`config.mk`:
```
export PLATFORM = sky130hd
export DESIGN_NAME = dht_queue
export DESIGN_NICKNAME = d
export VERILOG_FILES = /design/src/rtl/dht_pkg.sv /design/src/rtl/dht_queue.sv
export VERILOG_INCLUDE_DIRS = /design/src /design/src/rtl
export SDC_FILE = /design/constraint.sdc
export NUM_CORES = 1
export LEC_CHECK = 0
export ABC_AREA = 1
export BUFFER_PORTS_ARGS = -buffer_cell sky130_fd_sc_hd__buf_2
export CORE_MARGIN = 1.5
export CORE_UTILIZATION = 30
export CTS_BUF_LIST = sky130_fd_sc_hd__clkbuf_16
export DETAILED_ROUTE_END_ITERATION = 12
export GPL_TIMING_DRIVEN = 1
export PLACE_DENSITY_LB_ADDON = 0.2
export SLEW_MARGIN = 20
export SYNTH_ARGS = -nofsm -noshare
export SYNTH_HDL_FRONTEND = slang
export SYNTH_SLANG_ARGS = --single-unit
```
`constraint.sdc`:
```
create_clock -name i_clk -period 2.4 [get_ports i_clk]
set_input_delay 0.12 -clock i_clk [delete_from_list [all_inputs] [get_ports i_clk]]
set_output_delay 0.12 -clock i_clk [all_outputs]
set_load 0.02 [all_outputs]
```
`src/rtl/assert_macros.svh`:
```
// Assertion helpers shared by the RTL files.
`ifndef ASSERT_MACROS_SVH
`define ASSERT_MACROS_SVH

// Same-cycle implication, disabled while reset is asserted.
`define AST_IMP(lbl, clk, rst_n, ante, cons, msg) \
    lbl: assert property (@(posedge clk) disable iff (!rst_n) (ante) |-> (cons)) \
        else $error(msg);

// Next-cycle implication, disabled while reset is asserted.
`define AST_NEXT(lbl, clk, rst_n, ante, cons, msg) \
    lbl: assert property (@(posedge clk) disable iff (!rst_n) (ante) |=> (cons)) \
        else $error(msg);

`endif

```
`src/rtl/dht_pkg.sv`:
```
`timescale 1ns / 1ps
package dht_pkg;

    localparam int SLOTS_DEF    = 64;
    localparam int MAX_NAME_DEF = 64;
    localparam int CFG_W        = 7;
    localparam logic [CFG_W-1:0] TABLE_SIZE_RESET = 7'd64;
    localparam int BYTE_W       = 7;
    localparam int POS_W        = 6;

    typedef enum logic [1:0] {
        K_INSERT  = 2'd0,
        K_SEARCH  = 2'd1,
        K_REMOVE  = 2'd2,
        K_UNKNOWN = 2'd3
    } t_kind;

    typedef enum logic [2:0] {
        R_INSERTED  = 3'd0,
        R_FULL      = 3'd1,
        R_FOUND     = 3'd2,
        R_NOT_FOUND = 3'd3,
        R_REMOVED   = 3'd4,
        R_TOO_LONG  = 3'd5
    } t_res;

    typedef enum logic [1:0] {
        SS_EMPTY = 2'd0,
        SS_USED  = 2'd1,
        SS_GONE  = 2'd2
    } t_slot;

    typedef enum logic [3:0] {
        B_CLEAR, B_IDLE, B_MOD, B_RD, B_CHK, B_CMP, B_CMPC, B_CPY, B_CPYW, B_DONE
    } t_bstate;

    // Queue fill state seen by the front and back ends.
    typedef struct packed {
        logic not_empty;
        logic not_full;
    } t_q_stat;

endpackage

```
`src/rtl/dht_queue.sv`:
```
`timescale 1ns / 1ps
`include "assert_macros.svh"
module dht_queue
    import dht_pkg::*;
#(
    parameter int KEY_W = 13,
    parameter int CNT_W = 7
) (
    input  logic             i_clk,
    input  logic             i_rst_n,
    input  logic             i_push,
    input  t_kind            i_kind,
    input  logic [KEY_W-1:0] i_key,
    input  logic [CNT_W-1:0] i_count,
    input  logic             i_over,
    input  logic             i_pop,
    output t_q_stat          o_stat,
    output logic             o_wr_bank,
    output logic             o_rd_bank,
    output t_kind            o_kind,
    output logic [KEY_W-1:0] o_key,
    output logic [CNT_W-1:0] o_count,
    output logic             o_over
);

    // Two entries; an entry's place is also the name buffer bank it owns.
    t_kind            r_kind  [2];
    logic [KEY_W-1:0] r_key   [2];
    logic [CNT_W-1:0] r_len   [2];
    logic             r_ovf   [2];
    logic             r_wr, r_rd;
    logic [1:0]       r_cnt;

    always_ff @(posedge i_clk) begin
        if (i_push) begin
            r_kind[r_wr] <= i_kind;
            r_key[r_wr]  <= i_key;
            r_len[r_wr]  <= i_count;
            r_ovf[r_wr]  <= i_over;
        end
    end

    // Pointers and fill count.
    always_ff @(posedge i_clk) begin
        if (!i_rst_n) begin
            r_wr  <= 1'b0;
            r_rd  <= 1'b0;
            r_cnt <= 2'd0;
        end else begin
            if (i_push) begin
                r_wr <= !r_wr;
            end
            if (i_pop) begin
                r_rd <= !r_rd;
            end
            r_cnt <= r_cnt + 2'(i_push) - 2'(i_pop);
        end
    end

    assign o_stat.not_empty = (r_cnt != 2'd0);
    assign o_stat.not_full  = (r_cnt != 2'd2);
    assign o_wr_bank        = r_wr;
    assign o_rd_bank        = r_rd;
    assign o_kind           = r_kind[r_rd];
    assign o_key            = r_key[r_rd];
    assign o_count          = r_len[r_rd];
    assign o_over           = r_ovf[r_rd];

    `AST_IMP(a_no_overflow, i_clk, i_rst_n, r_cnt == 2'd2, !i_push, "push into full queue")
    `AST_IMP(a_no_underflow, i_clk, i_rst_n, r_cnt == 2'd0, !i_pop, "pop from empty queue")

endmodule

```
==> flow_summary.json <==
{
  "ys_seq_area_share_pct": 78.5,
  "vias": 1035,
  "grt_max_degree": 24,
  "root_buffer": "clkbuf_16",
  "synth-simple-area-share_pct": 3.64,
  "worstPathRequired_ns": 2.28,
  "cp-start-kind": "register",
  "fin_skew_ns": 0.00586,
  "cts_hold_buf": 0,
  "synth_fp_nets": 133,
  "grt_pass1_vias": 1047,
  "fmax_mhz": 686,
  "htreeDepth": 2,
  "ys_ff_latch": 51,
  "wl_um": 3250,
  "cts-buffers-inserted": 5,
  "synth_compound_area_share_pct": 0.265,
  "yosys.area_share.xor_xnor_pct": 0,
  "wl_per_cell_um": 13.4,
  "hold_class": "in2reg",
  "die_w_um": 82.3,
  "period_minus_slack_ns": 1.46,
  "start_util_pct": 31.5,
  "synth_top_family_by_area": "multiplexers",
  "dr.first_iter.drc_count": 31,
  "area_growth_pct": 29.8,
  "outcome": "finished, final reports clean",
  "synth.top_cells.by_count": "46 x edfxtp_1, 23 x mux2_2, 10 x nand2_1",
  "p_total_mw": 2.17,
  "drtPass1Iterations": 5,
  "boundaryPins": 54,
  "reg2regPathDepth": 3,
  "post-cts-setup-buffers": 0,
  "num-fill-cells": 564,
  "dp_hpwl_um": 2240,
  "period_share_pct": 60.8,
  "cts_resized": 0,
  "min_path_cells": 1,
  "async_flop_share_pct": 0,
  "worstHoldEndpoint": "r_key[0][12]$_DFFE_PP_",
  "slew_viol_final": 0,
  "final_cell_area_mm2": 0.00245,
  "die_h_um": 82.3,
  "setup_violations": 0,
  "reg2reg_from": "o_wr_bank$_SDFFE_PN0P_",
  "maxCapViolCount": 0,
  "synth.most_common_cell": "edfxtp_1",
  "clk_path_buf_depth": 2,
  "holdCritStartpoint": "i_key[12]",
  "grt-ovfl-total": 0,
  "synth_top_cell_by_area": "edfxtp_1",
  "insertion_delay_ns": 0.28,
  "leakage_nw": 0.976,
  "gp_congestion": 0.640,
  "ant_nets": 0,
  "die_area_mm2": 0.00678,
  "p_per_area_mw_per_mm2": 884,
  "synthAdderAreaFrac_pct": 1.33,
  "numClockSinks": 51,
  "synth_top_area_share_pct": 73.2,
  "worst-setup-path-type": "reg2out",
  "port_buffers": 53,
  "ys.flop_type": "edfxtp_1",
  "rsz0062_at_grt": "false",
  "muxShareOfSynthArea_pct": 13.7,
  "global_route.usage.total_pct": 9.88,
  "syn-cell-area_mm2": 0.00189,
  "yosys-top-cells-area": "edfxtp_1 73%, mux2_2 14%, dfxtp_1 5.3%",
  "post_drt_via_cell_ratio": 4.28,
  "dpl_cell_area_mm2": 0.00226,
  "ir_drop_mv": 0.434,
  "clk_pin_slew_ns": 0.07,
  "antenna_found_initial": 0,
  "rows": 28,
  "drive_gt1_share_pct": 53.3,
  "whs_ns": 0.0237,
  "r2r_end": "r_len[1][1]$_DFFE_PP_",
  "cp_max_fo": 12,
  "core_mm2": 0.00599,
  "cp-end-kind": "primary output",
  "synth_enable_flop_cells": 46,
  "netlist_instances": 104,
  "diodes": 0,
  "tns_ns": 0,
  "drc": 0,
  "finalHoldViolations": 0,
  "syn_area_per_cell_um2": 18.2,
  "synth_warnings": 0,
  "final_nets": 195,
  "regToRegSetupSlack_ns": 1.22,
  "relSlewSlack_pct": 78.0,
  "arrival_ns": 1.34,
  "cts_tree": "built",
  "tightestPinTransition_ns": 0.330,
  "synth.distinct_cells": 10,
  "grt_pass1_wl_um": 4730
}
[how the worst max path moves through the flow]
stage | startpoint | end | slack (ns) | depth (start not counted)
2_1_floorplan | o_wr_bank$_SDFFE_PN0P_ | r_key[0][0]$_DFFE_PP_ | 0.59 | 1
3_3_place_gp | register | o_key[10] | 1.24 | 3
3_5_place_dp | o_wr_bank$_SDFFE_PN0P_ | r_key[1][9]$_DFFE_PP_ | 1.21 | 3
4_1_cts | register | o_count[5] | 0.93 | 3
5_1_grt | register | o_count[2] | 0.87 | 3
6_report | register | o_count[1] | 0.94 | 3
[per-stage QoR]
stage / utilization (%) / worst slack, ns / instances
after global placement: 37.7 / 1.24 / 234
after floorplan: - / 0.589 / 104
after CTS: 40.9 / 0.926 / 242
after detailed placement: 37.7 / 1.21 / 234
final: 40.9 / 0.941 / 242
after global routing: 40.9 / 0.872 / 242
[cell families (layout without fill, tap and decap cells)]
group,Yosys count,in the layout
DFF,51,51
buffers and inverters,9,72
adders and majority gates,2,2
and+or+nand+nor,18,18
muxes,23,23
AOI/OAI and AO/OA,1,1
[sequential cells by signal, summed over array words and instances (netlist names), named ones only]
register / count
r_cnt: 2
o_wr_bank: 1
r_kind: 4
r_key: 26
r_len: 14
r_ovf: 2
o_rd_bank: 1
[area by class of cell]
cell class / count / area [um^2] / share of cell area, %
timing repair buffer: 57 / 295 / 12.1
multi-input combinational: 44 / 360 / 14.7
inverter: 7 / 26.3 / 1.07
clock inverter: 3 / 67.6 / 2.76
tap: 75 / 93.8 / 3.83
clock buffer: 5 / 125 / 5.11
sequential: 51 / 1480 / 60.5
[worst max-delay path, cell delays in order, from the launching register on]
cell	delay, ns
dfxtp_1	0.32
buf_4	0.22
mux2_2	0.36
buf_2	0.16
[per-layer routing]
metal,vias up,share of wire [%],global-route usage [%]
met5,-,0,0
met4,0,1.1,4.07
met3,5,6.9,3.96
met2,36,51,17.2
met1,493,41,10.6
li1,501,-,-
[layout by cell type (no fill, tap or decap), types with 2 or more instances in the layout]
| cell | n |
|---|---|
| buf_4 | 4 |
| mux2_2 | 23 |
| buf_2 | 53 |
| inv_1 | 7 |
| bufinv_16 | 2 |
| nor2_1 | 6 |
| edfxtp_1 | 46 |
| nand2_1 | 10 |
| dfxtp_1 | 5 |
| clkbuf_16 | 5 |
| ha_1 | 2 |
[power by group]
| group | leakage (nW) | switching [mW] | internal [mW] |
|---|---|---|---|
| Sequential | 0.473 | 0.0140 | 1.02 |
| Combinational | 0.412 | 0.145 | 0.0967 |
| Clock | 0.0900 | 0.290 | 0.596 |
Power figures use the tool's default switching activity.
