===== src/rtl/assert_macros.svh =====
// Assertion helpers shared by the RTL files.
`ifndef ASSERT_MACROS_SVH
`define ASSERT_MACROS_SVH

// Same-cycle implication, disabled while reset is asserted.
`define AST_IMP(lbl, clk, rst_n, ante, cons, msg) \
    lbl: assert property (@(posedge clk) disable iff (!rst_n) (ante) |-> (cons)) \
        else $error(msg);

// Next-cycle implication, disabled while reset is asserted.
`define AST_NEXT(lbl, clk, rst_n, ante, cons, msg) \
    lbl: assert property (@(posedge clk) disable iff (!rst_n) (ante) |=> (cons)) \
        else $error(msg);

`endif


===== src/rtl/dht_ram.sv =====
`timescale 1ns / 1ps
module dht_ram #(
    parameter int W = 8,
    parameter int D = 64
) (
    input  logic                 i_clk,
    input  logic                 i_we,
    input  logic [$clog2(D)-1:0] i_waddr,
    input  logic [W-1:0]         i_wdata,
    input  logic [$clog2(D)-1:0] i_raddr,
    output logic [W-1:0]         o_rdata
);

    logic [W-1:0] r_mem [D];
    logic [W-1:0] r_rdata;

    // One write port and one registered read port.
    always_ff @(posedge i_clk) begin
        if (i_we) begin
            r_mem[i_waddr] <= i_wdata;
        end
        r_rdata <= r_mem[i_raddr];
    end

    assign o_rdata = r_rdata;

endmodule


===== config.mk =====
export PLATFORM = sky130hd
export DESIGN_NAME = dht_ram
export DESIGN_NICKNAME = d
export VERILOG_FILES = /design/src/rtl/assert_macros.svh /design/src/rtl/dht_ram.sv
export SDC_FILE = /design/constraint.sdc
export NUM_CORES = 1
export LEC_CHECK = 0
export ABC_AREA = 1
export BUFFER_PORTS_ARGS = -buffer_cell sky130_fd_sc_hd__clkbuf_2
export CAP_MARGIN = 25
export CORE_MARGIN = 2
export CORE_UTILIZATION = 55
export DETAILED_ROUTE_END_ITERATION = 10
export PLACE_DENSITY_LB_ADDON = 0.2
export SLEW_MARGIN = 20
export SYNTH_ARGS = -nofsm -noshare
export SYNTH_HDL_FRONTEND = slang
export SYNTH_SLANG_ARGS = --single-unit
export TNS_END_PERCENT = 30

===== constraint.sdc =====
create_clock -name i_clk -period 1.93 [get_ports i_clk]
set_input_delay 0.193 -clock i_clk [delete_from_list [all_inputs] [get_ports i_clk]]
set_output_delay 0.193 -clock i_clk [all_outputs]
set_load 0.03 [all_outputs]

==> impl_metrics.tcl, run 1 <==
set metrics [dict create \
    status "complete, no violations" \
    power_density_nw_per_um2 972 \
    crit_cells 1 \
    min_period_over_period_pct 75.6 \
    antenna_found_initial 2 \
    yosys.cell_count.top_type "nand2_1" \
    synth_nets 1827 \
    max_stage_delay_ns 0.43 \
    gp_routability_congestion 0.847 \
    crit_slowest_cell "dfxtp_1" \
    p_leak_nw 8.84 \
    crit_path_end "o_rdata[2]" \
    hold_class "primary input to flip-flop" \
    multi_input_area_um2 4950 \
    cp_max_fo 1 \
    cts_root_buf "clkbuf_16" \
    synth-seq-cells 520 \
    portBuffers 29 \
    synthArstFlopShare_pct 0 \
    ctsResizeCount 0 \
    final-max-slew-violation-count 0 \
    post_drt_wl_per_cell_um 21.2 \
    drc 0 \
    drive_gt1_share_pct 11.2 \
    htree_num_levels 2 \
    finalHoldViolCount 0 \
    grt_max_degree 75 \
    fmax_mhz 685 \
    gr-usage-all-layers_pct 26.1 \
    path_class "flip-flop to primary output" \
    worstMarginPinSlew_ns 0.987 \
    area_delta_synth_final_pct 12.8 \
    synth_top_area_share_pct 72.0 \
    clk_pin_slew_ns 0.06 \
    required_ns 1.74 \
    synthFlopType "edfxtp_1" \
    clkSinkCount 520 \
    synth-edff-count 512 \
    clockBufferDepth 3 \
    row_count 72 \
    power_mw 23.4 \
    die_w_um 201 \
    core-area_um2 38500 \
    final-seq-area_um2 15500 \
    rsz0062_at_grt "no" \
    worst-path-buf-inv 1 \
    cts_tree "yes" \
    postCtsSetupRepairBufs 0 \
    syn-instance-count 1805 \
    synth.avg_cell_area_um2 11.8 \
    max_cap_viol_count 0 \
    startpoint "o_rdata[2]$_DFF_P_" \
    initial_core_util_pct 55.5 \
    io_pins 30 \
    end_kind "primary output" \
    overflow 0 \
    startpoint_type "flip-flop" \
    synth-warning-count 0 \
    netlist-cell-type-count 16 \
    drtAntennaViolNets 0 \
    crit_family "flip-flops" \
    yosysSeqAreaShare_pct 72.8 \
    drt_iter0_drc 1336 \
    die-area_um2 40400 \
    post-dp-hpwl_um 30700 \
    crit_arrival_ns 1.27 \
    worstReg2RegEnd "o_rdata[7]$_DFF_P_" \
    finalWirelength_um 52100 \
    finalNetCount 1912 \
    skew_ns 0.0167 \
    hold_slack_ns 0.0405 \
    ff2ff_path_depth 8 \
    ys_top_cells_by_count "nand2_1, edfxtp_1, nand3_1" \
    route.vias.total 14046 \
    grt_pass1_vias 13514 \
    first_pass_iters 6 \
    fin_tns_setup_ns 0 \
    path_cells "clkbuf_2" \
    clk_latency_ns 0.59 \
    synth_area_leader_cell "edfxtp_1" \
    rrSetupSlack_ns 0.57 \
    r2r_start "r_mem[53][7]$_DFFE_PP_" \
    die_y_um 201 \
    ir_drop_mv 0.768 \
    setup_violations 0 \
    netlist_area_um2 21300 \
    synthTopCellsByArea "edfxtp_1, nand2_1, nand3_1, buf_6, nor2_1" \
    cts_made_buffers 51 \
    avgViaCountPerCell 5.73 \
    fill_cells 2983 \
    grt_pass1_wl_um 79800 \
    cts_hold_buffers 0 \
    period_minus_slack_ns 1.46 \
    slew_headroom_pct 34.1 \
]
==> kinds of logic (layout without fill, tap and decap cells) <==
kind of cell	Yosys count	count (layout)	synth area share [%]
and+or+nand+nor	1160	1160	23.2
buffers and inverters	125	252	4.02
DFF	520	520	72.8
other	0	2	0
==> report_power, final <==
group	switching, mW	internal (mW)
combinational	1.13	0.437
clock	4.05	5.24
sequential	0.0432	12.5
total	5.23	18.2
==> metrics by stage <==
| stage | cells | setup WS [ns] | utilization, % | instance area (µm²) |
|---|---|---|---|---|
| 2_1_floorplan | 1805 | -0.0291 | - | 21300 |
| 3_3_place_gp | 2355 | 0.138 | 58.5 | 22500 |
| 3_5_place_dp | 2355 | 0.158 | 58.5 | 22500 |
| 4_1_cts | 2450 | 0.481 | 62.6 | 24100 |
| 5_1_grt | 2452 | 0.458 | 62.6 | 24100 |
| 6_report | 2452 | 0.471 | 62.6 | 24100 |
==> worst register-to-register path, cell delays in order (launching register included) <==
cell and delay [ns]:
edfxtp_1 0.38, nand2_1 0.09, nand3_1 0.08, nand3_1 0.11
nand2_1 0.12, nand2_1 0.08, nand3_1 0.11, nand3_1 0.21
nand2_1 0.07
==> per-layer routing <==
metal / track usage [%] / routed length, µm / vias up
met5: 0 / 0 / -
met1: 36.5 / 21700 / 6816
met3: 5.06 / 4230 / 85
met2: 41.2 / 24700 / 624
met4: 9.50 / 1480 / 0
li1: - / - / 6521
==> worst min path at each step <==
stage / startpoint / end / slack (ns) / depth (start not counted)
after floorplan: i_wdata[0] / r_mem[0][0]$_DFFE_PP_ / 0.29 / 0
after global placement: i_raddr[5] / o_rdata[2]$_DFF_P_ / 0.65 / 3
after detailed placement: i_raddr[5] / o_rdata[6]$_DFF_P_ / 0.63 / 3
after CTS: i_raddr[5] / o_rdata[6]$_DFF_P_ / 0.003 / 3
after global routing: i_raddr[5] / o_rdata[6]$_DFF_P_ / 0.01 / 3
final: i_raddr[5] / o_rdata[6]$_DFF_P_ / 0.04 / 3
==> state kept, by name, summed over array words and instances, names as in the netlist <==
name,count
r_mem,512
o_rdata,8
==> cells in the final DEF, fill, tap and decap left out, types with 11 or more instances in the layout <==
cell type / instances
nand2_1: 648
edfxtp_1: 512
nand3_1: 439
buf_4: 93
nor2_1: 56
clkbuf_16: 53
clkbuf_2: 27
buf_12: 24
clkbuf_1: 15
clkinv_1: 11
==> final cells by class <==
| type | instances | share of cell area, % |
|---|---|---|
| well taps | 518 | 2.69 |
| diodes | 2 | 0.0208 |
| inverters | 12 | 0.218 |
| clock inverters | 21 | 0.390 |
| flip-flops and latches | 520 | 64.5 |
| clock buffers | 74 | 6.09 |
| repair buffers | 145 | 5.50 |
| multi-input cells | 1160 | 20.5 |
Power figures use the tool's default switching activity.
==> run 2, diff against run 1 <==
Clock period 1.93 ns to 1.5 ns, I/O delays scaled along.
==> impl_metrics.tcl, run 2 (same netlist as run 1, synthesis figures left out) <==
set metrics [dict create \
    power_frac_clock_pct 38.6 \
    worstMarginPinSlew_ns 0.661 \
    finalHoldViolCount 0 \
    first_pass_iters 5 \
    final_cells 2491 \
    r2r_start "r_mem[3][0]$_DFFE_PP_" \
    cp_max_fo 1 \
    max_cap_viol_count 0 \
    drt_iter0_drc 1530 \
    combPwrFrac_pct 7.3 \
    clockBufferDepth 3 \
    finalWirelength_um 53300 \
    overflow 0 \
    avgViaCountPerCell 5.74 \
    ir_drop_mv 1.08 \
    path_class "flip-flop to primary output" \
    gp_routability_congestion 0.843 \
    end_kind "primary output" \
    final_cell_mix "nand2_1, edfxtp_1, nand3_1" \
    grt_busiest_layer "met2" \
    grt_max_degree 65 \
    p_switching_mw 6.70 \
    post-route-cell-area_um2 24600 \
    startpoint "o_rdata[2]$_DFF_P_" \
    fin_tns_setup_ns 0 \
    hold_slack_ns 0.0454 \
    mostFrequentLayoutCell "nand2_1" \
    setup_violations 0 \
    post-dp-hpwl_um 32400 \
    hp-start "i_raddr[5]" \
    hold_class "primary input to flip-flop" \
    route.vias.total 14309 \
    core-area_um2 38500 \
    clk_pin_slew_ns 0.06 \
    worst-path-buf-inv 1 \
    clk_latency_ns 0.59 \
    met2_usage_pct 42.2 \
    p_sw_share_pct 22.5 \
    status "complete, no violations" \
    cts_root_buf "clkbuf_16" \
    power_mw 29.8 \
    max_stage_delay_ns 0.42 \
    power_density_nw_per_um2 1210 \
    grt_pass1_wl_um 82100 \
    use_met1_pct 39.4 \
    grt_pass1_vias 13838 \
    antennaDiodeCount 0 \
    skew_ns 0.0129 \
    htree_num_levels 2 \
    ff2ff_path_depth 8 \
    die_w_um 201 \
    initial_core_util_pct 55.5 \
    clkSinkCount 520 \
    p_int_mw 23.1 \
    required_ns 1.35 \
    die_y_um 201 \
    die-area_um2 40400 \
    postCtsSetupRepairBufs 0 \
    post_drt_wl_per_cell_um 21.4 \
    startpoint_type "flip-flop" \
    area_delta_synth_final_pct 15.1 \
    gr-usage-all-layers_pct 26.8 \
    preCtsSetupSlack_ns -0.143 \
    drtAntennaViolNets 0 \
    path_cells "clkbuf_2" \
    rsz0062_at_grt "no" \
    final_core_util_pct 63.8 \
    place_area_um2 23100 \
    antenna_found_initial 0 \
    min_period_over_period_pct 92.8 \
    crit_slowest_cell "dfxtp_1" \
    dp_cells 2400 \
    drive_gt1_share_pct 13.6 \
    portBuffers 29 \
    seqPwrFrac_pct 54.1 \
    crit_cells 1 \
    setup_ws_ns 0.108 \
    ctsResizeCount 0 \
    regMostFlops "r_mem" \
    globalRouteMet3Util_pct 4.20 \
    crit_arrival_ns 1.24 \
    largest_register_ffs 512 \
    drc 0 \
    slew_headroom_pct 55.9 \
    p_leak_nw 9.06 \
    io_pins 30 \
    row_count 72 \
    hold_depth 3 \
    period_minus_slack_ns 1.39 \
    cts_tree "yes" \
    crit_family "flip-flops" \
    cts_made_buffers 50 \
    cts_hold_buffers 0 \
    fmax_mhz 718 \
    final-max-slew-violation-count 0 \
    finalNetCount 1956 \
]
==> run 2: worst min-delay path, delay by kind of cell <==
| kind | cells | cell delay, ns |
|---|---|---|
| and+or+nand+nor | 2 | 0.20 |
| buffers and inverters | 1 | 0.23 |
==> run 2: final timing paths <==
check                           slack (ns)                  to
worst min register to register        0.82  o_rdata[2]$_DFF_P_
worst min-delay path                  0.05  o_rdata[6]$_DFF_P_
worst max register to register        0.16  o_rdata[0]$_DFF_P_
worst max-delay path                  0.11          o_rdata[2]
==> run 2: area by class of cell <==
type                    count  area (µm²)
fillers                  2917       13900
clock buffers              64        1330
well taps                 518         648
multi-input cells        1160        5030
inverters                  12        56.3
clock inverters            27         143
flip-flops and latches    520       15500
repair buffers            190        1810
==> run 2: metal layers <==
layer	wire (µm)	vias to the layer above
met5	0	-
met4	1240	0
met3	4550	85
met2	25100	649
met1	22500	6974
li1	-	6601
==> run 2: power groups by stage <==
| stage | clock (mW) | combinational (mW) | sequential [mW] |
|---|---|---|---|
| detailed placement | 0 | 2.16 | 16.4 |
| global route | 12.3 | 2.36 | 16.1 |
| floorplan | 0 | 1.15 | 16.5 |
| finish | 11.5 | 2.18 | 16.1 |
| CTS | 11.7 | 2.17 | 16.1 |
| global placement | 0 | 2.13 | 16.4 |
