### src/rtl/assert_macros.svh
// Assertion helpers shared by the RTL files.
`ifndef ASSERT_MACROS_SVH
`define ASSERT_MACROS_SVH

// Same-cycle implication, disabled while reset is asserted.
`define AST_IMP(lbl, clk, rst_n, ante, cons, msg) \
    lbl: assert property (@(posedge clk) disable iff (!rst_n) (ante) |-> (cons)) \
        else $error(msg);

// Next-cycle implication, disabled while reset is asserted.
`define AST_NEXT(lbl, clk, rst_n, ante, cons, msg) \
    lbl: assert property (@(posedge clk) disable iff (!rst_n) (ante) |=> (cons)) \
        else $error(msg);

`endif

### src/rtl/dht_pkg.sv
`timescale 1ns / 1ps
package dht_pkg;

    localparam int SLOTS_DEF    = 64;
    localparam int MAX_NAME_DEF = 64;
    localparam int CFG_W        = 7;
    localparam logic [CFG_W-1:0] TABLE_SIZE_RESET = 7'd64;
    localparam int BYTE_W       = 7;
    localparam int POS_W        = 6;

    typedef enum logic [1:0] {
        K_INSERT  = 2'd0,
        K_SEARCH  = 2'd1,
        K_REMOVE  = 2'd2,
        K_UNKNOWN = 2'd3
    } t_kind;

    typedef enum logic [2:0] {
        R_INSERTED  = 3'd0,
        R_FULL      = 3'd1,
        R_FOUND     = 3'd2,
        R_NOT_FOUND = 3'd3,
        R_REMOVED   = 3'd4,
        R_TOO_LONG  = 3'd5
    } t_res;

    typedef enum logic [1:0] {
        SS_EMPTY = 2'd0,
        SS_USED  = 2'd1,
        SS_GONE  = 2'd2
    } t_slot;

    typedef enum logic [3:0] {
        B_CLEAR, B_IDLE, B_MOD, B_RD, B_CHK, B_CMP, B_CMPC, B_CPY, B_CPYW, B_DONE
    } t_bstate;

    // Queue fill state seen by the front and back ends.
    typedef struct packed {
        logic not_empty;
        logic not_full;
    } t_q_stat;

endpackage

### src/rtl/dht_front.sv
`timescale 1ns / 1ps
module dht_front
    import dht_pkg::*;
#(
    parameter int MAX_NAME = MAX_NAME_DEF,
    parameter int KEY_W    = 13,
    parameter int CNT_W    = 7,
    parameter int NB_W     = 7
) (
    input  logic              i_clk,
    input  logic              i_rst_n,
    input  logic              i_valid,
    output logic              o_ready,
    input  logic [BYTE_W-1:0] i_byte,
    input  logic              i_last,
    input  t_kind             i_kind,
    input  t_q_stat           i_qstat,
    input  logic              i_bank,
    input  logic              i_clearing,
    output logic              o_push,
    output t_kind             o_kind,
    output logic [KEY_W-1:0]  o_key,
    output logic [CNT_W-1:0]  o_count,
    output logic              o_over,
    output logic              o_buf_we,
    output logic [NB_W-1:0]   o_buf_waddr,
    output logic [BYTE_W-1:0] o_buf_wdata
);

    logic [CNT_W-1:0] r_count, n_count;
    logic [KEY_W-1:0] r_key, n_key;
    logic             r_over, n_over;
    logic             accept;

    assign o_ready     = i_qstat.not_full && !i_clearing;
    assign accept      = i_valid && o_ready;
    assign o_buf_waddr = NB_W'(int'(i_bank) * MAX_NAME + int'(r_count));
    assign o_buf_wdata = i_byte;

    // Collect bytes into the free bank and hand a command on at the last one.
    always_comb begin
        n_count  = r_count;
        n_key    = r_key;
        n_over   = r_over;
        o_buf_we = 1'b0;
        if (accept) begin
            if (r_count < CNT_W'(MAX_NAME)) begin
                o_buf_we = 1'b1;
                n_count  = r_count + CNT_W'(1);
                n_key    = r_key + KEY_W'(i_byte);
            end else begin
                n_over = 1'b1;
            end
        end
        o_push  = accept && i_last;
        o_kind  = i_kind;
        o_key   = n_key;
        o_count = n_count;
        o_over  = n_over;
        if (o_push) begin
            n_count = '0;
            n_key   = '0;
            n_over  = 1'b0;
        end
    end

    always_ff @(posedge i_clk) begin
        if (!i_rst_n) begin
            r_count <= '0;
            r_key   <= '0;
            r_over  <= 1'b0;
        end else begin
            r_count <= n_count;
            r_key   <= n_key;
            r_over  <= n_over;
        end
    end

endmodule

### config.mk
export PLATFORM = sky130hd
export DESIGN_NAME = dht_front
export DESIGN_NICKNAME = d
export VERILOG_FILES = /design/src/rtl/assert_macros.svh /design/src/rtl/dht_pkg.sv /design/src/rtl/dht_front.sv
export SDC_FILE = /design/constraint.sdc
export NUM_CORES = 1
export LEC_CHECK = 0
export ABC_AREA = 1
export BUFFER_PORTS_ARGS = -buffer_cell sky130_fd_sc_hd__buf_2
export CAP_MARGIN = 20
export CORE_ASPECT_RATIO = 0.5
export CORE_MARGIN = 2
export CORE_UTILIZATION = 44
export DETAILED_ROUTE_END_ITERATION = 7
export PLACE_DENSITY = 0.76
export SYNTH_ARGS = -nofsm -noshare
export SYNTH_HDL_FRONTEND = slang
export SYNTH_SLANG_ARGS = --single-unit
### constraint.sdc
create_clock -name i_clk -period 1.7 [get_ports i_clk]
set_input_delay 0.085 -clock i_clk [delete_from_list [all_inputs] [get_ports i_clk]]
set_output_delay 0.085 -clock i_clk [all_outputs]
set_load 0.05 [all_outputs]
==> out/results.ini, run 1 <==
[run_status]
outcome=finished with violations
violations=negative setup slack

[setup_path]
start_kind=flip-flop
cp.required_ps=1620
critPathSlowestCell=fa_2
r2r_cells=11
timing.rr.start=r_key[0]$_SDFF_PP0_
worstPathArrival_ps=2010
worstPathMaxFanout=3
reg2reg_to=r_key[8]$_SDFF_PP0_
critical_path_class=reg -> out
critPathCaptureType=output port
cp_cell_sequence=ha_4 -> fa_2 -> nand2_4 -> nand3_4 -> nand2_1 -> xor2_1 -> nand2_1 -> o21ai_2 -> inv_1 -> buf_6
crit_top_cell=nand2_1
reg2reg_slack_ps=-190
critPathMaxStageDelay_ps=380

[clock_tree]
clkTransAtPathRegs_ps=80
clk_latency_ps=270
cts_root_buf=clkbuf_8
postCtsHoldBufs=0
clock-sinks=21
cts_tree=built
clockBufferDepth=2
h-tree-depth=1
cts_buffers=3

[global_route]
grt_max_degree=22
antenna_found_initial=0
grt_pass1_wl_um=5710
grt_usage=0.185
grt_pass1_vias=1372
grt_overflow=0

[power]
intPower_uw=815
p_comb_frac=0.332
p_switching_uw=468
peakVddDrop_mv=0.328
sequentialPowerShare=0.404
swShare=0.365
p_leak_uw=0.00116
power_density_mw_per_mm2=591
clkPwrFrac=0.265
p_total_uw=1280

[finish]
final_util=0.692
syn_to_final_growth_pct=43.4
area.sequential_um2=428
antenna_cells=0
instances_no_fill=313
multi_input_area_um2=961
drive_above_1_share=0.476
num-fill-cells=224
layout.nets=300

[logic_synthesis]
synth_cell_types=25
synth_compound_area_frac=0.0521
avgSynthCellArea_um2=6.91
synthMuxAreaShare=0
synth_nets=245
yosys_warnings=0
async_reset_ff_frac=0
ys_ff_latch=21
synth_xor_area_frac=0.0571
yosysMostFrequentCell=inv_1
netlist_area_mm2=0.00151
ys_top_cells_by_count=inv_1, nand2_1, nor2_1
synth_largest_area_cell=dfxtp_1
syn_inst=219
synth_top_area_share=0.278
ys.flop_type=dfxtp_1
synth_top_family_by_area=simple AND/OR/NAND/NOR gates
seq_area_frac_synth=0.278
synthSimpleGateAreaFrac=0.313
synth_edf_count=0
synth.area.top_cells=dfxtp_1, inv_1, nand2_1
synth_fa_ha_area_frac=0.0794

[routing]
drcViolationCount=0
drt-initial-drc-count=100
routedWlPerCell_um=14.3
first_pass_iters=4
wirelength_um=4470
postRouteAntennaNets=0
vias_per_cell=5.06
vias=1583

[timing]
skew_ps=9.74
tightest_slew_ps=277
clock.fmax_mhz=478
rsz0062_at_grt=yes
hold_viol_final=0
timing.final.crit_period_ps=2090
slew_viol_final=0
layout_setup_ws_ps=-393
slew_headroom=0.817
period_share=1.23
finalSetupViolations=16

[worst_hold_path]
min_path_type=in -> out
hold_path_end=o_kind[1]
hp-start=i_kind[1]
whs_path_depth=0

[floorplanning]
die-area_mm2=0.00395
start_util=0.482
die_y_um=45.5
top_level_ports=57
std_cell_rows=14
die_w_um=86.9
core_area_mm2=0.00314

[placement]
place_congestion=0.822
dp_hpwl_um=2420
pre_cts_slack_ps=-193
portBuffers=51
dp_cells=296

[flow_run]
maxCapViolCount=0

cells by family after synthesis:
family,Yosys count
DFF,21
buffers and inverters,68
adders and majority gates,9
AOI/OAI and AO/OA,13
and+or+nand+nor,99
xor gates and xnor gates,9
cell type report:
class | instances | area share
Tap cell | 40 | 0.0231
Inverter | 48 | 0.0882
Timing Repair Buffer | 70 | 0.227
Sequential cell | 21 | 0.197
Clock buffer | 3 | 0.0190
Clock inverter | 1 | 0.00231
Multi-Input combinational cell | 130 | 0.443
metrics by stage:
step,instance area (um^2),setup TNS [ps],hold slack [ps]
final,2170,-3490,170
after global routing,2170,-4810,170
after CTS,1990,-2570,171
after detailed placement,1740,-879,171
after global placement,1740,-551,171
after floorplan,1540,-12.4,271
critical path, delay by kind of cell (launching register included):
kind / cells / cell delay (ps)
DFF: 1 / 350
AOI/OAI and AO/OA: 1 / 90
and+or+nand+nor: 4 / 360
buffers and inverters: 2 / 260
adders and majority gates: 2 / 550
xor gates and xnor gates: 1 / 130
sequential cells by signal, summed over array words and instances, names as in the netlist:
| signal | cells |
|---|---|
| r_count | 7 |
| r_key | 13 |
| r_over | 1 |
layer usage:
metal,share of wire,GRT usage,vias up
li1,-,-,751
met1,0.39,0.209,733
met2,0.51,0.339,77
met3,0.056,0.0399,22
met4,0.043,0.100,0
met5,0,0,-
cells in the final DEF (no fill, tap or decap), drive strengths merged:
cell	instances
dfxtp	21
o21ai	6
clkbuf	4
fa	1
nand4	6
or2	3
and3	2
nor2	30
ha	8
a21boi	1
a21oi	6
xor2	9
clkinv	1
nand2	43
inv	45
buf	69
clkinvlp	3
nand3	15
how the worst max path moves through the flow:
stage,startpoint,endpoint,slack [ps],cells past startpoint
2_1_floorplan,r_key[0]$_SDFF_PP0_,o_key[12],-10,10
3_3_place_gp,r_key[0]$_SDFF_PP0_,o_key[8],-150,10
6_report,r_key[0]$_SDFF_PP0_,o_key[4],-390,10
5_1_grt,r_key[0]$_SDFF_PP0_,o_key[4],-480,10
4_1_cts,r_key[0]$_SDFF_PP0_,o_key[6],-360,11
3_5_place_dp,r_key[0]$_SDFF_PP0_,o_key[8],-190,10
power groups by stage:
stage / registers, uW / clock network (uW) / logic [uW]
after floorplan: 521 / 0 / 281
after global placement: 522 / 0 / 325
after detailed placement: 523 / 0 / 330
after CTS: 514 / 338 / 373
after global routing: 519 / 361 / 453
final: 518 / 339 / 425
what timing repair did:
item | in CTS | in global routing
setup buffers | 5 | 8
setup endpoints to repair | 18 | 22
gates resized for setup | 40 | 34
pin swaps | 13 | 11
gates cloned | 0 | 0
Note: power is estimated with default switching activity, not from simulation.
==> run 2, diff against run 1 <==
==> constraint.sdc (replaced) <==
create_clock -name i_clk -period 1.7 [get_ports i_clk]
set_input_delay 0.34 -clock i_clk [delete_from_list [all_inputs] [get_ports i_clk]]
set_output_delay 0.34 -clock i_clk [all_outputs]
set_load 0.05 [all_outputs]
==> out/results.ini, run 2 (synthesis results as in run 1) <==
[setup_path]
critPathCaptureType=output port
start_kind=flip-flop
worstPathArrival_ps=2000
critical_path_class=reg -> out
reg2reg_slack_ps=-90
cp.required_ps=1360
worstPathMaxFanout=5

[routing]
wirelength_um=5020
drt-initial-drc-count=61
routedWlPerCell_um=14.8
drcViolationCount=0
first_pass_iters=4
postRouteAntennaNets=0
vias_per_cell=4.96
vias=1678

[timing]
slew_viol_final=0
layout_setup_ws_ps=-640
tightest_slew_ps=346
fin_setup_tns_ps=-7010
whs_ps=545
skew_ps=4.48
slew_headroom=0.769
timing.final.crit_period_ps=2340
clock.fmax_mhz=427
rsz0062_at_grt=yes
finalSetupViolations=23
hold_viol_final=0
period_share=1.38

[global_route]
grt_pass1_wl_um=6460
antenna_found_initial=0
grt_max_degree=14
grt_usage=0.211
grt_pass1_vias=1491
grt_overflow=0

[clock_tree]
postCtsHoldBufs=0
h-tree-depth=1
clockBufferDepth=2
clk_latency_ps=270
cts_tree=built
clkTransAtPathRegs_ps=80
cts_buffers=3
clock-sinks=21
cts_root_buf=clkbuf_8

[power]
p_total_uw=1350
p_leak_uw=0.00130
power_density_mw_per_mm2=524
peakVddDrop_mv=0.384

[run_status]
violations=negative setup slack
outcome=finished with violations

[finish]
num-fill-cells=184
drive_above_1_share=0.584
final_common_cell=inv_1
layout.nets=325
largest_reg_flops=13
instances_no_fill=338
final_cell_mix=inv_1, buf_4, buf_6, buf_2, nand2_1
top_regs=r_key (13), r_count (7), r_over (1)
antenna_cells=0
top_register=r_key
syn_to_final_growth_pct=70.5

[placement]
portBuffers=51
place_congestion=0.804
dp_hpwl_um=2620
dp_cells=306

[floorplanning]
start_util=0.482
top_level_ports=57
core_area_mm2=0.00314
die_y_um=45.5
std_cell_rows=14
die_w_um=86.9
die-area_mm2=0.00395

[worst_hold_path]
min_path_type=reg -> reg

[flow_run]
maxCapViolCount=0

==> run 2: layout make-up <==
class,instances,area [um^2],area share
Multi-Input combinational cell,130,1060,0.412
Clock buffer,3,41.3,0.0160
Inverter,48,205,0.0796
Sequential cell,21,434,0.168
Tap cell,40,50.0,0.0194
Clock inverter,1,5.00,0.00194
Timing Repair Buffer,95,781,0.303
==> run 2: timing repair <==
action | 4_1_cts | 5_1_grt
setup buffers | 17 | 12
resized for setup | 57 | 55
setup endpoints to repair | 23 | 27
pin swaps | 9 | 15
endpoints found under the hold margin | 0 | 0
==> run 2: metrics by stage <==
| stage | area [um^2] | utilization | setup WS (ps) |
|---|---|---|---|
| floorplan | 1650 | - | -264 |
| global placement | 1920 | 0.612 | -532 |
| detailed placement | 1920 | 0.612 | -559 |
| CTS | 2280 | 0.728 | -586 |
| global route | 2580 | 0.822 | -679 |
| finish | 2580 | 0.822 | -640 |
==> run 2: where the power goes <==
group          internal, uW  total [uW]  leakage [uW]  switching (uW)
logic                   192         493       0.00111             300
registers               500         514      0.000173            13.2
clock network           164         344     0.0000255             180
==> run 2: critical path: stages, from the launching register on <==
cell and delay, ps:
dfxtp_2 350, ha_4 160, fa_2 380, nand2_4 100, nand3_4 90, nand3_4 80
nand2_4 80, nand2_4 110, xor2_4 190, inv_2 50, buf_6 150
==> run 2: worst paths after layout <==
kind                  startpoint             endpoint  cells after the start
min            r_over$_SDFF_PP0_    r_over$_SDFF_PP0_                      4
min reg2reg    r_over$_SDFF_PP0_    r_over$_SDFF_PP0_                      4
max          r_key[0]$_SDFF_PP0_             o_key[8]                     10
max reg2reg  r_key[0]$_SDFF_PP0_  r_key[8]$_SDFF_PP0_                     10
==> run 2: routing by layer <==
metal	vias up	GRT usage	share of wire
met5	-	0	0
met4	0	0.0656	0.051
met3	30	0.0471	0.047
met2	67	0.421	0.52
met1	780	0.229	0.38
li1	801	-	-
==> run 3, diff against run 2 <==
--- a/config.mk
+++ b/config.mk
@@ -12,6 +12,7 @@
 export CORE_MARGIN = 2
 export CORE_UTILIZATION = 44
 export DETAILED_ROUTE_END_ITERATION = 7
+export MAX_ROUTING_LAYER = met4
 export PLACE_DENSITY = 0.76
 export SYNTH_ARGS = -nofsm -noshare
 export SYNTH_HDL_FRONTEND = slang
==> out/results.ini, run 3 (synthesis results as in run 1) <==
[setup_path]
worstPathArrival_ps=1990
worstPathMaxFanout=3
critPathCaptureType=output port
r2r_cells=10
cp.required_ps=1360
start_kind=flip-flop
critical_path_class=reg -> out

[clock_tree]
clock-sinks=21
cts_tree=built
postCtsHoldBufs=0
clockBufferDepth=2
cts_root_buf=clkbuf_8
cts_buffers=3
clk_latency_ps=270
clkTransAtPathRegs_ps=80
h-tree-depth=1

[routing]
drt-initial-drc-count=63
first_pass_iters=4
postRouteAntennaNets=0
vias=1671
wirelength_um=5020
drcViolationCount=0
routedWlPerCell_um=14.8
vias_per_cell=4.94

[timing]
finalSetupViolations=23
hold_viol_final=0
tightest_slew_ps=347
slew_viol_final=0
clock.fmax_mhz=429
skew_ps=5.46
period_share=1.37
timing.final.crit_period_ps=2330
rsz0062_at_grt=yes
whs_ps=544
layout_setup_ws_ps=-629
slew_headroom=0.768

[run_status]
violations=negative setup slack
outcome=finished with violations

[floorplanning]
start_util=0.482
top_level_ports=57
die_y_um=45.5
die_w_um=86.9
core_area_mm2=0.00314
die-area_mm2=0.00395
std_cell_rows=14

[global_route]
grt_usage=0.218
grt_max_degree=14
antenna_found_initial=0
grt_overflow=0
grt_pass1_vias=1491
grt_pass1_wl_um=6450

[finish]
top_regs=r_key (13), r_count (7), r_over (1)
drive_above_1_share=0.584
final_cell_mix=inv_1, buf_4, buf_6, buf_2, nand2_1
layout.nets=325
syn_to_final_growth_pct=70.5
antenna_cells=0
instances_no_fill=338
top_register=r_key
final_common_cell=inv_1
final_util=0.822
largest_reg_flops=13

[power]
clkPwrFrac=0.257
p_leak_uw=0.00130
swShare=0.367
p_total_uw=1350
intPower_uw=857
power_density_mw_per_mm2=525
p_switching_uw=497
sequentialPowerShare=0.379
peakVddDrop_mv=0.386
p_comb_frac=0.364

[placement]
place_congestion=0.815
pre_cts_slack_ps=-559
dp_hpwl_um=2620
portBuffers=51
dp_cells=306

[worst_hold_path]
min_path_type=reg -> reg
whs_path_depth=4

[flow_run]
maxCapViolCount=0

==> run 3: cell counts in the layout (fill, tap and decap cells not counted) <==
No cell type changed its count.
==> run 3: final cells by class <==
| cell class | instances | area [um^2] |
|---|---|---|
| multi-input cells | 130 | 1060 |
| well taps | 40 | 50.0 |
| fillers | 184 | 557 |
| clock inverters | 1 | 5.00 |
| repair buffers | 95 | 781 |
| clock buffers | 3 | 41.3 |
| flip-flops and latches | 21 | 434 |
| inverters | 48 | 205 |
==> run 3: path summary, 6_finish.rpt <==
path | startpoint | to | slack [ps]
hold reg to reg | r_over$_SDFF_PP0_ | r_over$_SDFF_PP0_ | 540
setup / recovery | r_key[0]$_SDFF_PP0_ | o_key[6] | -630
setup reg to reg | r_key[0]$_SDFF_PP0_ | r_key[8]$_SDFF_PP0_ | -80
hold / removal | r_over$_SDFF_PP0_ | r_over$_SDFF_PP0_ | 540
==> run 3: power by group through the flow <==
| stage | Combinational, uW | Sequential, uW | Clock (uW) |
|---|---|---|---|
| after floorplan | 303 | 524 | 0 |
| after detailed placement | 370 | 525 | 0 |
| after CTS | 423 | 513 | 351 |
| final | 493 | 514 | 348 |
| after global placement | 362 | 524 | 0 |
| after global routing | 521 | 515 | 370 |
==> run 3: critical path: stages (launching register included) <==
cell	delay, ps
dfxtp_2	340
ha_4	160
fa_2	380
nand2_4	100
nand3_4	90
nand4_1	120
nand2_1	70
nand2_1	70
nand3_2	80
nand2_4	90
clkinvlp_4	70
buf_6	140
==> run 3: timing repair <==
| item | in CTS | in global routing |
|---|---|---|
| setup endpoints to repair | 23 | 27 |
| resized for setup | 57 | 55 |
| pin swaps | 9 | 15 |
| setup buffers | 17 | 12 |
==> run 3: layer usage <==
layer  track usage  share of wire  routed length, um  vias up
met5             -              0                  0        -
met4        0.0656          0.048                243        0
met3        0.0471          0.051                258       28
met2         0.421           0.53               2650       64
met1         0.229           0.37               1860      776
li1              -              -                  -      803
==> run 3: metrics by stage <==
stage	cell area, um^2	setup TNS [ps]
2_1_floorplan	1650	-1270
3_3_place_gp	1920	-5650
3_5_place_dp	1920	-6280
4_1_cts	2280	-6160
5_1_grt	2580	-8700
6_report	2580	-7020
